`config.mk`:
```
export PLATFORM = sky130hd
export DESIGN_NAME = mmb_ram
export DESIGN_NICKNAME = d
export VERILOG_FILES = /design/src/rtl/mmb_ram.sv
export SDC_FILE = /design/constraint.sdc
export NUM_CORES = 2
export LEC_CHECK = 0
export ABC_AREA = 0
export ABC_CLOCK_PERIOD_IN_PS = 6700
export BUFFER_PORTS_ARGS = -buffer_cell sky130_fd_sc_hd__buf_2
export CAP_MARGIN = 0
export CORE_MARGIN = 2
export CORE_UTILIZATION = 55
export CTS_CLUSTER_SIZE = 24
export DETAILED_ROUTE_END_ITERATION = 7
export PLACE_DENSITY_LB_ADDON = 0.05
export SLEW_MARGIN = 20
export SYNTH_ARGS = -nofsm -noshare
export SYNTH_HDL_FRONTEND = slang
export SYNTH_SLANG_ARGS = --single-unit
```
`constraint.sdc`:
```
create_clock -name i_clk -period 6.7 [get_ports i_clk]
set_input_delay 1.675 -clock i_clk [delete_from_list [all_inputs] [get_ports i_clk]]
set_output_delay 1.675 -clock i_clk [all_outputs]
set_load 0.005 [all_outputs]
```
`src/rtl/mmb_ram.sv`:
```
// Generic simple dual-port RAM with one write port and one registered read port.
module mmb_ram #(
    parameter int unsigned WIDTH = 8,
    parameter int unsigned DEPTH = 256
) (
    input  logic                     i_clk,
    input  logic                     i_we,
    input  logic [$clog2(DEPTH)-1:0] i_waddr,
    input  logic [WIDTH-1:0]         i_wdata,
    input  logic [$clog2(DEPTH)-1:0] i_raddr,
    output logic [WIDTH-1:0]         o_rdata
);

    logic [WIDTH-1:0] r_mem [DEPTH];
    logic [WIDTH-1:0] r_rdata;

    always_ff @(posedge i_clk) begin
        if (i_we) begin
            r_mem[i_waddr] <= i_wdata;
        end
        r_rdata <= r_mem[i_raddr];
    end

    assign o_rdata = r_rdata;

endmodule

```
==> results.sh <==
export IMPL_layout_cells_non_filler=5918
export IMPL_fmax_ghz=0.2045
export IMPL_rrSetupSlack_ns=3.40
export IMPL_grt_overflow_total=0
export IMPL_rsz0062_at_grt="no"
export IMPL_postRouteAntennaNets=0
export IMPL_yosys_cell_types_count=55
export IMPL_critPathCaptureType="flop"
export IMPL_vias_per_cell=6.579
export IMPL_wl_per_cell_um=33.44
export IMPL_path_clk_slew_ns=0.06
export IMPL_period_minus_slack_ns=4.889
export IMPL_syn_inst=3733
export IMPL_setup_ws_ns=1.811
export IMPL_synth_area_leader_cell="edfxtp_1"
export IMPL_fin_tns_setup_ns=0
export IMPL_leakagePower_nw=27.13
export IMPL_grt_pass1_vias=39160
export IMPL_period_share_pct=72.98
export IMPL_placed_area_um2=81840
export IMPL_core_area_um2=143700
export IMPL_grt_usage_pct=27.06
export IMPL_clock_path_buffers=3
export IMPL_worst_slew_pin_slew_ns=1.191
export IMPL_place_inst=5545
export IMPL_h_tree_depth=4
export IMPL_syn_cell_area_um2=79560
export IMPL_critical_path_cell_chain="buf_8 -> buf_4 -> mux4_2 -> a22o_1 -> a221oi_1 -> o32ai_1 -> nor3_1 -> buf_4 -> nor4_1"
export IMPL_cts_tree="done"
export IMPL_netlist_top_cells_area="edfxtp_1, mux4_2, mux2i_1"
export IMPL_seq_area_um2=61660
export IMPL_place_hpwl_mm=121.1
export IMPL_vias=38930
export IMPL_maxCapViolCount=0
export IMPL_reg2regPathDepth=7
export IMPL_synth_warnings=0
export IMPL_die_h_um=384.3
export IMPL_fp_row_count=139
export IMPL_cts_setup_buffers=0
export IMPL_grt_max_degree=169
export IMPL_dr_pass1_iters=8
export IMPL_worst_path_max_fanout=77
export IMPL_violations="DRC"
export IMPL_antenna_found_initial=9
export IMPL_stdcell_area_um2=88160
export IMPL_crit_type="input port to flop"
export IMPL_hold_viol=0
export IMPL_nFillCells=10080
export IMPL_r2r_start="r_mem[82][5]$_DFFE_PP_"
export IMPL_crit_required_ns=7.35
export IMPL_wirelength_mm=197.9
export IMPL_pwr_density_cell_nw_per_um2=298.8
export IMPL_start_util_pct=55.38
export IMPL_hold_ws_ns=1.045
export IMPL_syn_avg_cell_area_um2=21.31
export IMPL_synth_top_area_share_pct=77.30
export IMPL_fin_skew_ns=0.02200
export IMPL_route_detailed_drc=4
export IMPL_timing_final_max_slew_violations=0
export IMPL_worst_path_most_repeated_cell="buf_4"
export IMPL_setup_viol=0
export IMPL_clk_insertion_delay_late_ns=0.83
export IMPL_slowest_stage="nor3_1"
export IMPL_synth_flop_cell="edfxtp_1"
export IMPL_min_from="r_mem[33][5]$_DFFE_PP_"
export IMPL_slowest_delay_ns=0.80
export IMPL_hold_path_end="o_rdata[5]$_DFF_P_"
export IMPL_multi_input_area_um2=16510
export IMPL_portBuffers=33
export IMPL_yosysSeqAreaShare_pct=77.50
export IMPL_startpoint_type="input port"
export IMPL_synth_seq_cells=2056
export IMPL_dr_first_iter_drc_count=4611
export IMPL_syn2layout_area_growth_pct=10.81
export IMPL_die_x_um=384.3
export IMPL_hold_path_class="flop to flop"
export IMPL_hold_depth=6
export IMPL_drive_gt1_share_pct=22.49
export IMPL_numCtsBuffers=201
export IMPL_cts_resized=0
export IMPL_die_area_um2=147700
export IMPL_grt_pass1_wl_mm=282.8
export IMPL_totalPowerFinal_mw=26.34
export IMPL_synth_edf_count=2048
export IMPL_post_route_util_pct=61.37
export IMPL_routabilityCongestion=0.8455
export IMPL_relSlewSlack_pct=20.01
export IMPL_syn_nets=3759
export IMPL_timing_rr_end="o_rdata[5]$_DFF_P_"
export IMPL_dp_slack_ns=1.133
export IMPL_irDropWorstVdd_mv=0.2057
export IMPL_outcome="finished with violations"
export IMPL_hold_buffers=0
export IMPL_clock_sinks=2056
export IMPL_arrival_ns=5.54
export IMPL_cts_root_buffer="clkbuf_16"
export IMPL_io_pins=34
export IMPL_nets=3871
export IMPL_async_flop_share_pct=0
==> worst max-delay path by stage <==
stage / startpoint / endpoint / slack [ns] / depth (start not counted)
floorplan: i_raddr[0] / o_rdata[2]$_DFF_P_ / 3.09 / 9
global placement: i_raddr[0] / o_rdata[2]$_DFF_P_ / 1.19 / 9
detailed placement: i_raddr[0] / o_rdata[4]$_DFF_P_ / 1.13 / 8
CTS: i_raddr[0] / o_rdata[4]$_DFF_P_ / 2.01 / 8
global route: i_raddr[0] / o_rdata[2]$_DFF_P_ / 1.80 / 9
finish: i_raddr[1] / o_rdata[5]$_DFF_P_ / 1.81 / 9
==> worst max-delay path, delay by kind of cell <==
family                 cells  cell delay (ns)
AND/OR/NAND/NOR            2             0.85
buffers and inverters      3             1.34
multiplexers               1             0.39
AO/OA/AOI/OAI              3             1.18
==> power breakdown <==
| group | internal [mW] | total (mW) | switching [mW] |
|---|---|---|---|
| combinational | 0.431 | 1.27 | 0.839 |
| clock | 6.12 | 10.9 | 4.75 |
| sequential | 14.2 | 14.2 | 0.0273 |
==> placed cells by master (no fill, tap or decap), drive strengths merged, types with 31 or more instances in the layout <==
cell type,n
a21oi,96
a22oi,133
buf,134
clkbuf,251
clkinv,95
edfxtp,2048
mux2i,134
mux4,456
nand2,33
nand3,34
nor2,282
nor2b,31
o221ai,47
==> state kept, by name (all words and copies together) (netlist names) <==
signal,count
r_mem,2048
o_rdata,8
==> final cells by class <==
type / count / share of cell area [%]
Antenna cell: 5 / 0.01419
Clock buffer: 243 / 5.909
Clock inverter: 125 / 1.231
Inverter: 2 / 0.008516
Multi-Input combinational cell: 1442 / 18.73
Sequential cell: 2056 / 69.94
Tap cell: 1903 / 2.701
Timing Repair Buffer: 142 / 1.462
==> Yosys cell counts (3+ instances only) <==
cell	number
nand4_1	10
and2_1	6
nor4_1	24
nand3_1	34
buf_4	27
a21oi_1	96
a22oi_1	133
dfxtp_1	8
mux4_2	454
o211ai_1	10
buf_12	8
clkbuf_1	111
buf_6	21
a22o_1	8
edfxtp_1	2048
nor4_2	3
nor3_1	22
o22ai_1	28
o21ai_0	10
buf_2	31
o221ai_1	46
mux2i_1	134
nand2b_1	8
buf_8	13
nand2_1	33
a221oi_1	13
nor2_1	282
o32ai_1	4
o22a_1	5
or2_2	4
buf_1	22
nor2b_1	31
a211oi_1	16
==> cell families (layout without fill, tap and decap cells) <==
kind of cell,count (synthesis),after routing,synth area share (%)
flip-flops,2056,2056,77.50
multiplexers,591,591,14.62
AND/OR/NAND/NOR,466,466,2.628
AO/OA/AOI/OAI,385,385,3.419
buffers and inverters,235,512,1.831
other,0,5,0
==> metal layers <==
metal / up-vias / part of all wire, % / global-route usage, %
met5: - / 0 / 0
met4: 0 / 2.6 / 7.617
met3: 292 / 7.9 / 5.369
met2: 1764 / 49 / 43.37
met1: 20930 / 41 / 38.43
li1: 15950 / - / -
Note: power is estimated with default switching activity, not from simulation.
