`config.mk`:
```
export PLATFORM = sky130hd
export DESIGN_NAME = mmb_seq
export DESIGN_NICKNAME = d
export VERILOG_FILES = /design/src/rtl/mmb_pkg.sv /design/src/rtl/mmb_seq.sv
export SDC_FILE = /design/constraint.sdc
export NUM_CORES = 1
export LEC_CHECK = 0
export BUFFER_PORTS_ARGS = -buffer_cell sky130_fd_sc_hd__clkbuf_2
export CAP_MARGIN = 20
export CORE_AREA = 2 2 102 104
export CTS_BUF_LIST = sky130_fd_sc_hd__clkbuf_16
export DETAILED_ROUTE_END_ITERATION = 10
export DIE_AREA = 0 0 104 106
export PLACE_DENSITY = 0.75
export SYNTH_ARGS = -nofsm -noshare
export SYNTH_HDL_FRONTEND = slang
export SYNTH_SLANG_ARGS = --single-unit
```
`constraint.sdc`:
```
create_clock -name i_clk -period 2.9 [get_ports i_clk]
set_clock_uncertainty 0.15 [all_clocks]
set_input_delay 0.58 -clock i_clk [delete_from_list [all_inputs] [get_ports i_clk]]
set_output_delay 0.58 -clock i_clk [all_outputs]
set_load 0.01 [all_outputs]
```
`src/rtl/mmb_pkg.sv`:
```
// Package with the shared types, address constants and reset load table of the memory bus.
package mmb_pkg;

    localparam int unsigned ADDR_W = 16;
    localparam int unsigned BYTE_W = 8;
    localparam int unsigned STORE_DEPTH = 65536;

    localparam logic [ADDR_W-1:0] ADDR_DIVIDER  = 16'hFF04;
    localparam logic [ADDR_W-1:0] ADDR_JOYPAD   = 16'hFF00;
    localparam logic [ADDR_W-1:0] ADDR_SOUND_LO = 16'hFF10;
    localparam logic [ADDR_W-1:0] ADDR_SOUND_HI = 16'hFF3F;

    localparam logic [3:0] INIT_LAST = 4'd8;

    typedef enum logic [2:0] {
        OP_READ8    = 3'd0,
        OP_WRITE8   = 3'd1,
        OP_READ16   = 3'd2,
        OP_WRITE16  = 3'd3,
        OP_GETBIT   = 3'd4,
        OP_SETBIT   = 3'd5,
        OP_CLEARBIT = 3'd6
    } t_opcode;

    typedef enum logic [1:0] {
        ST_INIT,
        ST_IDLE,
        ST_FIRST,
        ST_SECOND
    } t_state;

    typedef struct packed {
        logic              we;
        logic [ADDR_W-1:0] waddr;
        logic [BYTE_W-1:0] wdata;
        logic [ADDR_W-1:0] raddr;
    } t_ram_req;

    function automatic logic [ADDR_W-1:0] init_addr(input logic [3:0] idx);
        logic [ADDR_W-1:0] a;
        unique case (idx)
            4'd0:    a = 16'hFF40;
            4'd1:    a = 16'hFF46;
            4'd2:    a = 16'hFF47;
            4'd3:    a = 16'hFF48;
            4'd4:    a = 16'hFF49;
            4'd5:    a = 16'hFF0F;
            4'd6:    a = 16'hFF02;
            4'd7:    a = ADDR_DIVIDER;
            4'd8:    a = ADDR_JOYPAD;
            default: a = ADDR_JOYPAD;
        endcase
        return a;
    endfunction

    function automatic logic [BYTE_W-1:0] init_data(input logic [3:0] idx);
        logic [BYTE_W-1:0] d;
        unique case (idx)
            4'd0:    d = 8'h91;
            4'd1:    d = 8'hFF;
            4'd2:    d = 8'hFC;
            4'd3:    d = 8'hFF;
            4'd4:    d = 8'hFF;
            4'd5:    d = 8'hE1;
            4'd6:    d = 8'h7E;
            4'd7:    d = 8'hAC;
            4'd8:    d = 8'hFF;
            default: d = 8'hFF;
        endcase
        return d;
    endfunction

endpackage

```
`src/rtl/mmb_seq.sv`:
```
// Access sequencer: reset load, read-modify-write of the byte store and result registers.
module mmb_seq
    import mmb_pkg::*;
(
    input  logic              i_clk,
    input  logic              i_rst_n,
    input  logic              start,
    output logic              busy,
    input  logic [2:0]        i_opcode,
    input  logic [ADDR_W-1:0] i_address,
    input  logic [15:0]       i_data_in,
    input  logic [2:0]        i_bit_index,
    output t_ram_req          o_ram_req,
    input  logic [BYTE_W-1:0] i_ram_q,
    output logic              o_result_valid,
    output logic [15:0]       o_read_data,
    output logic              o_timer_reset
);

    t_state            r_state, n_state;
    logic [3:0]        r_init_idx, n_init_idx;
    t_opcode           r_op, n_op;
    logic [ADDR_W-1:0] r_addr, n_addr;
    logic [15:0]       r_data, n_data;
    logic [2:0]        r_bit, n_bit;
    logic [BYTE_W-1:0] r_lo, n_lo;
    logic              r_valid, n_valid;
    logic [15:0]       r_rd, n_rd;
    logic              r_pulse, n_pulse;
    logic [ADDR_W-1:0] addr_next;
    logic              wr8_pass;
    t_ram_req          req;

    assign addr_next = r_addr + 16'd1;
    assign wr8_pass  = (r_addr != ADDR_DIVIDER) && (r_addr != ADDR_JOYPAD)
                       && !((r_addr >= ADDR_SOUND_LO) && (r_addr <= ADDR_SOUND_HI));

    always_ff @(posedge i_clk) begin
        if (!i_rst_n) begin
            r_state    <= ST_INIT;
            r_init_idx <= 4'd0;
            r_valid    <= 1'b0;
            r_pulse    <= 1'b0;
        end else begin
            r_state    <= n_state;
            r_init_idx <= n_init_idx;
            r_valid    <= n_valid;
            r_pulse    <= n_pulse;
        end
    end

    always_ff @(posedge i_clk) begin
        r_op   <= n_op;
        r_addr <= n_addr;
        r_data <= n_data;
        r_bit  <= n_bit;
        r_lo   <= n_lo;
        r_rd   <= n_rd;
    end

    always_comb begin
        n_state    = r_state;
        n_init_idx = r_init_idx;
        n_op       = r_op;
        n_addr     = r_addr;
        n_data     = r_data;
        n_bit      = r_bit;
        n_lo       = r_lo;
        n_valid    = 1'b0;
        n_rd       = r_rd;
        n_pulse    = 1'b0;
        req.we     = 1'b0;
        req.waddr  = r_addr;
        req.wdata  = '0;
        req.raddr  = r_addr;
        unique case (r_state)
            ST_INIT: begin
                req.we    = 1'b1;
                req.waddr = init_addr(r_init_idx);
                req.wdata = init_data(r_init_idx);
                if (r_init_idx == INIT_LAST) begin
                    n_state = ST_IDLE;
                end else begin
                    n_init_idx = r_init_idx + 4'd1;
                end
            end
            ST_IDLE: begin
                req.raddr = i_address;
                if (start) begin
                    n_op    = t_opcode'(i_opcode);
                    n_addr  = i_address;
                    n_data  = i_data_in;
                    n_bit   = i_bit_index;
                    n_state = ST_FIRST;
                end
            end
            ST_FIRST: begin
                n_state = ST_IDLE;
                n_valid = 1'b1;
                n_rd    = 16'h0000;
                unique case (r_op)
                    OP_READ8: begin
                        n_rd = {8'h00, i_ram_q};
                    end
                    OP_WRITE8: begin
                        req.we    = wr8_pass;
                        req.wdata = r_data[7:0];
                        n_pulse   = (r_addr == ADDR_DIVIDER);
                    end
                    OP_READ16: begin
                        n_valid   = 1'b0;
                        n_lo      = i_ram_q;
                        req.raddr = addr_next;
                        n_state   = ST_SECOND;
                    end
                    OP_WRITE16: begin
                        n_valid   = 1'b0;
                        req.we    = 1'b1;
                        req.wdata = (r_addr == ADDR_DIVIDER) ? 8'h00 : r_data[7:0];
                        n_state   = ST_SECOND;
                    end
                    OP_GETBIT: begin
                        n_rd = {15'd0, i_ram_q[r_bit]};
                    end
                    OP_SETBIT: begin
                        req.we    = 1'b1;
                        req.wdata = i_ram_q | (8'd1 << r_bit);
                    end
                    OP_CLEARBIT: begin
                        req.we    = 1'b1;
                        req.wdata = i_ram_q & ~(8'd1 << r_bit);
                    end
                    default: begin
                        n_rd = 16'h0000;
                    end
                endcase
            end
            ST_SECOND: begin
                n_state = ST_IDLE;
                n_valid = 1'b1;
                n_rd    = 16'h0000;
                if (r_op == OP_READ16) begin
                    n_rd = {i_ram_q, r_lo};
                end else begin
                    req.we    = 1'b1;
                    req.waddr = addr_next;
                    req.wdata = (addr_next == ADDR_DIVIDER) ? 8'h00 : r_data[15:8];
                    n_pulse   = (r_addr == ADDR_DIVIDER) || (addr_next == ADDR_DIVIDER);
                end
            end
            default: begin
                n_state = ST_IDLE;
            end
        endcase
    end

    assign o_ram_req      = req;
    assign busy           = (r_state != ST_IDLE);
    assign o_result_valid = r_valid;
    assign o_read_data    = r_rd;
    assign o_timer_reset  = r_pulse;

endmodule

```
==> results of run 1 <==
[cells by family (layout without fill, tap and decap cells)]
| logic type | after synthesis | after routing | synth area share (%) |
|---|---|---|---|
| AO/OA/AOI/OAI | 136 | 136 | 21.3 |
| XOR/XNOR | 3 | 3 | 0.557 |
| adder cells (fa/ha/maj) | 14 | 14 | 3.71 |
| buffers and inverters | 53 | 207 | 4.66 |
| flip-flops | 82 | 82 | 47.9 |
| multiplexers | 13 | 13 | 2.78 |
| AND/OR/NAND/NOR | 157 | 157 | 19.1 |
[stage by stage]
step                hold WS (ps)  total power, mW  setup slack, ps  instance area [µm²]
detailed placement           381             2.18              130                 5520
CTS                          253             3.32            -46.1                 6030
floorplan                    368             1.87              154                 4720
global route                 254             3.48            -93.4                 6320
global placement             377             2.17              192                 5520
finish                       261             3.34            -23.6                 6320
[worst max path at each step]
stage / from / end / slack [ps] / cells after the start
finish: r_addr[1] / o_ram_req[35] / -20 / 6
global route: r_addr[7] / o_ram_req[19] / -90 / 6
CTS: r_addr[1] / o_ram_req[22] / -50 / 7
detailed placement: r_addr[0] / o_ram_req[16] / 130 / 7
global placement: r_addr[0] / o_ram_req[22] / 190 / 7
floorplan: r_state[1] / r_addr[0] / 150 / 5
[layout by cell type (no fill, tap or decap), types with 7 or more instances in the layout]
cell / count
sky130_fd_sc_hd__clkbuf_2: 107
sky130_fd_sc_hd__edfxtp_1: 62
sky130_fd_sc_hd__buf_4: 59
sky130_fd_sc_hd__nand2_1: 35
sky130_fd_sc_hd__o21ai_0: 28
sky130_fd_sc_hd__dfxtp_1: 19
sky130_fd_sc_hd__a22o_1: 18
sky130_fd_sc_hd__inv_1: 17
sky130_fd_sc_hd__nand3_1: 15
sky130_fd_sc_hd__nor2_1: 15
sky130_fd_sc_hd__nor3_1: 14
sky130_fd_sc_hd__and2_1: 12
sky130_fd_sc_hd__mux2i_1: 12
sky130_fd_sc_hd__a211o_1: 11
sky130_fd_sc_hd__ha_1: 11
sky130_fd_sc_hd__o31ai_1: 10
sky130_fd_sc_hd__a21oi_1: 10
sky130_fd_sc_hd__a221o_1: 10
sky130_fd_sc_hd__nor2b_1: 9
sky130_fd_sc_hd__clkbuf_16: 9
sky130_fd_sc_hd__a22oi_1: 7
sky130_fd_sc_hd__nor3b_1: 7
[layer usage]
layer  global-route usage [%]  wire length (µm)  vias to the layer above
li1                         -                 -                     2059
met1                     31.8              5780                     2110
met2                     40.4              6710                      209
met3                     3.86               841                       41
met4                     9.85               451                        0
met5                        0                 0                        -
[cell type report]
class | instances | share of cell area [%]
Timing Repair Buffer | 175 | 17.1
Sequential cell | 82 | 35.8
Clock inverter | 7 | 1.01
Clock buffer | 9 | 3.56
Tap cell | 136 | 2.69
Multi-Input combinational cell | 323 | 38.9
Inverter | 16 | 0.950
[timing repair]
action,in CTS,in global routing
gates resized for setup,20,29
pin swaps,8,7
buffers inserted,16,18
setup endpoints to repair,26,31
hold buffers,0,0
[where the power goes]
part / switching (mW) / leakage, nW / internal, mW / total [mW]
clock network: 0.449 / 0.148 / 0.660 / 1.11
registers: 0.0461 / 0.743 / 1.34 / 1.39
logic: 0.468 / 1.80 / 0.377 / 0.845
total: 0.963 / 2.69 / 2.38 / 3.34
==> flow_summary.yaml, run 1 <==
setup_path:
  worst-r2r-setup-slack_ps: 590
  worst_setup_path_end_kind: "output pin"
  crit_path_start_kind: "flip-flop"
  timing.setup.critical_path_class: "reg -> out"
  path_delay_family: "compound AO/OA/AOI/OAI gates"
  timing.critical_path.slowest_cell_delay_ps: 470
  crit_buf_inv: 2
  crit_path_top_delay_cell: "sky130_fd_sc_hd__edfxtp_1"
  required_arrival_time_at_the_worst_endpoint_ps: 2170
  critPathArrivalTime_ps: 2190
  regToRegStartpoint: "r_init_idx[0]"
  timing.critical_path.cells: "buf_6 > nand4_4 > or3_4 > a211o_1 > a211o_1 > buf_6"
  timing.reg2reg.worst_path_depth: 9
  worst_path_maximum_fanout: 4
synthesis:
  yosysMostFrequentCell: "sky130_fd_sc_hd__edfxtp_1"
  yosysTopAreaCell: "sky130_fd_sc_hd__edfxtp_1"
  syn_area_mm2: 0.00472
  synth_edf_count: 62
  yosysWarnings: 0
  synth_top_cells_by_area: "sky130_fd_sc_hd__edfxtp_1 (39%), sky130_fd_sc_hd__dfxtp_1 (8.5%), sky130_fd_sc_hd__ha_1 (3.7%)"
  ff_latch_count_synth: 82
  synth.top_cells.by_count: "sky130_fd_sc_hd__edfxtp_1 (62), sky130_fd_sc_hd__nand2_1 (35), sky130_fd_sc_hd__o21ai_0 (29)"
  fraction_of_post_synthesis_cell_area_in_the_top_cell_type_by_area_pct: 39.4
  syn-instance-count: 458
  synth-main-ff-cell: "sky130_fd_sc_hd__edfxtp_1"
  synth_fp_nets: 521
  synthDistinctLibCells: 63
  seq_area_frac_synth_pct: 47.9
  async_flop_share_pct: 0
  syn_avg_cell_area_um2: 10.3
power_and_ir_drop:
  power.leakage_nw: 2.69
  power_density_over_the_cells_mw_per_mm2: 529
  irDropWorstVdd_uv: 323
drt:
  detail_routed_net_length_per_standard_cell_um: 18.4
  ant_nets: 0
  drc_errors: 0
  drt_iter0_drc: 425
  drt-pass1-iter-count: 5
  route.detailed.vias_per_inst: 5.91
  vias: 4419
  drt_wl_total_um: 13800
hold_path:
  critical_hold_path_startpoint: "i_data_in[12]"
  worstHoldPathType: "in -> reg"
  min_delay_path_depth: 1
  worst_hold_path.endpoint: "r_data[12]"
cells_and_area:
  final.fill_count: 807
  postLayoutCoreUtil_pct: 63.2
  antenna_cells_inserted: 0
  areaGrowthSynthToFinish_pct: 34.0
  post_route_cells_drive_above_1_share_pct: 36.8
  fin_nets: 670
  ff_latch_area_mm2: 0.00226
  stdcell_count: 748
  multi_input_area_mm2: 0.00246
clock_tree:
  clock_latency_on_the_worst_skew_pair_ps: 340
  cts_made_buffers: 9
  cts-root-buf: "sky130_fd_sc_hd__clkbuf_16"
  tritoncts: "built"
  cts-htree-levels: 3
  cts_buffer_depth: 2
  cts.clk_slew.worst_paths_ps: 60
  cts.sinks: 82
floorplanning:
  dieArea_mm2: 0.0110
  die_height_um: 106
  io_pins: 109
  start_util_pct: 47.2
  core_region_area_mm2: 0.0100
  rows: 37
  die_w_um: 104
sta:
  maxSlewViolCount: 0
  finalCriticalPeriod_ps: 2920
  timing.fmax_mhz: 342
  final.setup.worst_slack_ps: -23.6
  period_share_pct: 101
  tightest_slew_ps: 354
  max-slew-margin-rel_pct: 75.7
  timing.final.hold_violations: 0
  finalSetupTns_ps: -179
  final_setup_viols: 11
  rsz0062_at_grt: "true"
grt:
  grtUsageTotal_pct: 24.3
  antenna_found_initial: 0
  grt_first_pass_wirelength_um: 21300
  grt_pass1_vias: 4107
  maximum_number_of_pins_on_one_net_before_global_route_repair: 24
  globalRoute.totalOverflow: 0
placement:
  dpl.cell_count: 698
  port_buffers: 108
  post-dp-hpwl_um: 9480
  gp_congestion: 0.939
status:
  violations: "setup timing"
  run_status: "finished, violations left"
run:
  cap_viol_max_count: 0
No activity file was read; power rests on OpenSTA's default activity.
==> run 2, diff against run 1 <==
--- a/config.mk
+++ b/config.mk
@@ -7,10 +7,10 @@
 export LEC_CHECK = 0
 export BUFFER_PORTS_ARGS = -buffer_cell sky130_fd_sc_hd__clkbuf_2
 export CAP_MARGIN = 20
-export CORE_AREA = 2 2 102 104
+export CORE_AREA = 2 2 78 135
 export CTS_BUF_LIST = sky130_fd_sc_hd__clkbuf_16
 export DETAILED_ROUTE_END_ITERATION = 10
-export DIE_AREA = 0 0 104 106
+export DIE_AREA = 0 0 80 137
 export PLACE_DENSITY = 0.75
 export SYNTH_ARGS = -nofsm -noshare
 export SYNTH_HDL_FRONTEND = slang
==> flow_summary.yaml, run 2 (same netlist as run 1, synthesis figures left out) <==
setup_path:
  worst_path_maximum_fanout: 5
  critPathArrivalTime_ps: 2270
  worst-r2r-setup-slack_ps: 610
  timing.setup.critical_path_class: "reg -> out"
  regToRegStartpoint: "r_init_idx[0]"
  timing.reg2reg.worst_path_depth: 8
  crit_path_start_kind: "flip-flop"
  required_arrival_time_at_the_worst_endpoint_ps: 2170
  worst_setup_path_end_kind: "output pin"
  startpoint: "r_addr[3]"
cells_and_area:
  post_route_cells_drive_above_1_share_pct: 37.0
  stdcell_count: 728
  areaGrowthSynthToFinish_pct: 32.9
  most_common_cell_after_layout_fill_and_taps_aside: "sky130_fd_sc_hd__clkbuf_2"
  most-common-layout-cells: "sky130_fd_sc_hd__clkbuf_2 (106), sky130_fd_sc_hd__edfxtp_1 (62), sky130_fd_sc_hd__buf_4 (49), sky130_fd_sc_hd__nand2_1 (34), sky130_fd_sc_hd__o21ai_0 (25)"
  fin_nets: 661
  finish.instance_area_mm2: 0.00627
  antenna_cells_inserted: 0
floorplanning:
  die_w_um: 80
  die_height_um: 137
  core_region_area_mm2: 0.00985
  start_util_pct: 47.9
  io_pins: 109
  dieArea_mm2: 0.0110
  rows: 48
sta:
  timing.fmax_mhz: 334
  maxSlewViolCount: 0
  timing.final.hold_violations: 0
  finalCriticalPeriod_ps: 3000
  max-slew-margin-rel_pct: 70.3
  period_share_pct: 103
  final_setup_viols: 13
  tightest_slew_ps: 444
  rsz0062_at_grt: "true"
  final.setup.worst_slack_ps: -95.2
clock_tree:
  cts.clk_slew.worst_paths_ps: 70
  ctsHoldBuffers: 0
  cts-root-buf: "sky130_fd_sc_hd__clkbuf_16"
  cts.sinks: 82
  cts-htree-levels: 3
  tritoncts: "built"
  cts_buffer_depth: 2
  clock_latency_on_the_worst_skew_pair_ps: 340
  cts_made_buffers: 9
drt:
  drt_wl_total_um: 14200
  vias: 4539
  ant_nets: 0
  drt_iter0_drc: 350
  route.top_layer_used: "met4"
  drc_errors: 0
  drt-pass1-iter-count: 5
  detail_routed_net_length_per_standard_cell_um: 19.5
  met3WireLength_um: 1130
  route.met2.wl_um: 7540
  route.detailed.vias_per_inst: 6.23
  drt-met1-wl_um: 4970
placement:
  port_buffers: 108
  place_area_mm2: 0.00548
  gp_congestion: 0.942
  post-dp-hpwl_um: 9720
  dpl.cell_count: 684
hold_path:
  worst_hold_path.endpoint: "r_op[1]"
  min_delay_path_depth: 1
  critical_hold_path_startpoint: "i_opcode[1]"
  worstHoldPathType: "in -> reg"
power_and_ir_drop:
  power.leakage_nw: 2.63
  power_density_over_the_cells_mw_per_mm2: 539
  irDropWorstVdd_uv: 329
grt:
  maximum_number_of_pins_on_one_net_before_global_route_repair: 31
  grtUsageTotal_pct: 25.1
  grt_first_pass_wirelength_um: 21100
  globalRoute.totalOverflow: 0
  antenna_found_initial: 0
  grt_pass1_vias: 4269
status:
  violations: "setup timing"
  run_status: "finished, violations left"
run:
  cap_viol_max_count: 0
run 2: cell count changes in the layout (fill, tap and decap cells not counted), moves of 3 or more:
cell	change
sky130_fd_sc_hd__inv_1	-3
sky130_fd_sc_hd__buf_4	-10
sky130_fd_sc_hd__nor4_1	+3
sky130_fd_sc_hd__o21ai_0	-3
sky130_fd_sc_hd__o21ai_1	+3
sky130_fd_sc_hd__nor4_2	-3
run 2: worst max-delay path, cell delays in order (launching register included):
cell and delay, ps:
sky130_fd_sc_hd__edfxtp_1 570, sky130_fd_sc_hd__nand4_4 170, sky130_fd_sc_hd__or3_4 420, sky130_fd_sc_hd__buf_4 150
sky130_fd_sc_hd__o31ai_2 260, sky130_fd_sc_hd__a22o_1 230, sky130_fd_sc_hd__clkbuf_2 140
run 2: worst max path at each step:
stage                    endpoint  slack (ps)  cells past startpoint
global route        o_ram_req[11]        -130                      6
floorplan               r_addr[0]         150                      5
finish              o_ram_req[11]        -100                      6
global placement    o_ram_req[23]         150                      6
CTS                 o_ram_req[39]         -10                      7
detailed placement  o_ram_req[17]          70                      7
run 2: timing repair:
item / 4_1_cts / 5_1_grt
gates cloned: 0 / 1
resized for setup: 24 / 36
pin swaps: 3 / 13
setup buffers: 12 / 14
setup endpoints to repair: 37 / 38
run 2: per-stage QoR:
stage                     hold slack, ps  TNS (ps)  setup WS, ps  utilization, %  power, mW
after floorplan                      368         0           154               -       1.87
after global placement               374         0           154            55.7       2.16
after detailed placement             382         0          69.0            55.7       2.18
after CTS                            260     -14.5         -11.6            60.9       3.36
after global routing                 260     -1050          -128            63.7       3.52
final                                267      -377         -95.2            63.7       3.38
run 2: cell type report:
| cell class | instances | area (µm²) |
|---|---|---|
| Clock buffer | 9 | 225 |
| Clock inverter | 7 | 75.1 |
| Fill cell | 799 | 3570 |
| Inverter | 16 | 62.6 |
| Multi-Input combinational cell | 323 | 2450 |
| Sequential cell | 82 | 2270 |
| Tap cell | 125 | 156 |
| Timing Repair Buffer | 166 | 1040 |
run 2: power by group:
part	switching, mW	total [mW]	leakage (nW)	internal [mW]
Combinational	0.473	0.840	1.74	0.366
Clock	0.485	1.16	0.140	0.672
Sequential	0.0453	1.39	0.744	1.34
Total	1.00	3.38	2.63	2.38
run 2: metal layers:
layer  vias to the layer above  global-route usage [%]
li1                       2051                       -
met1                      2158                    27.7
met2                       282                    44.3
met3                        48                    4.42
met4                         0                    15.0
met5                         -                       0
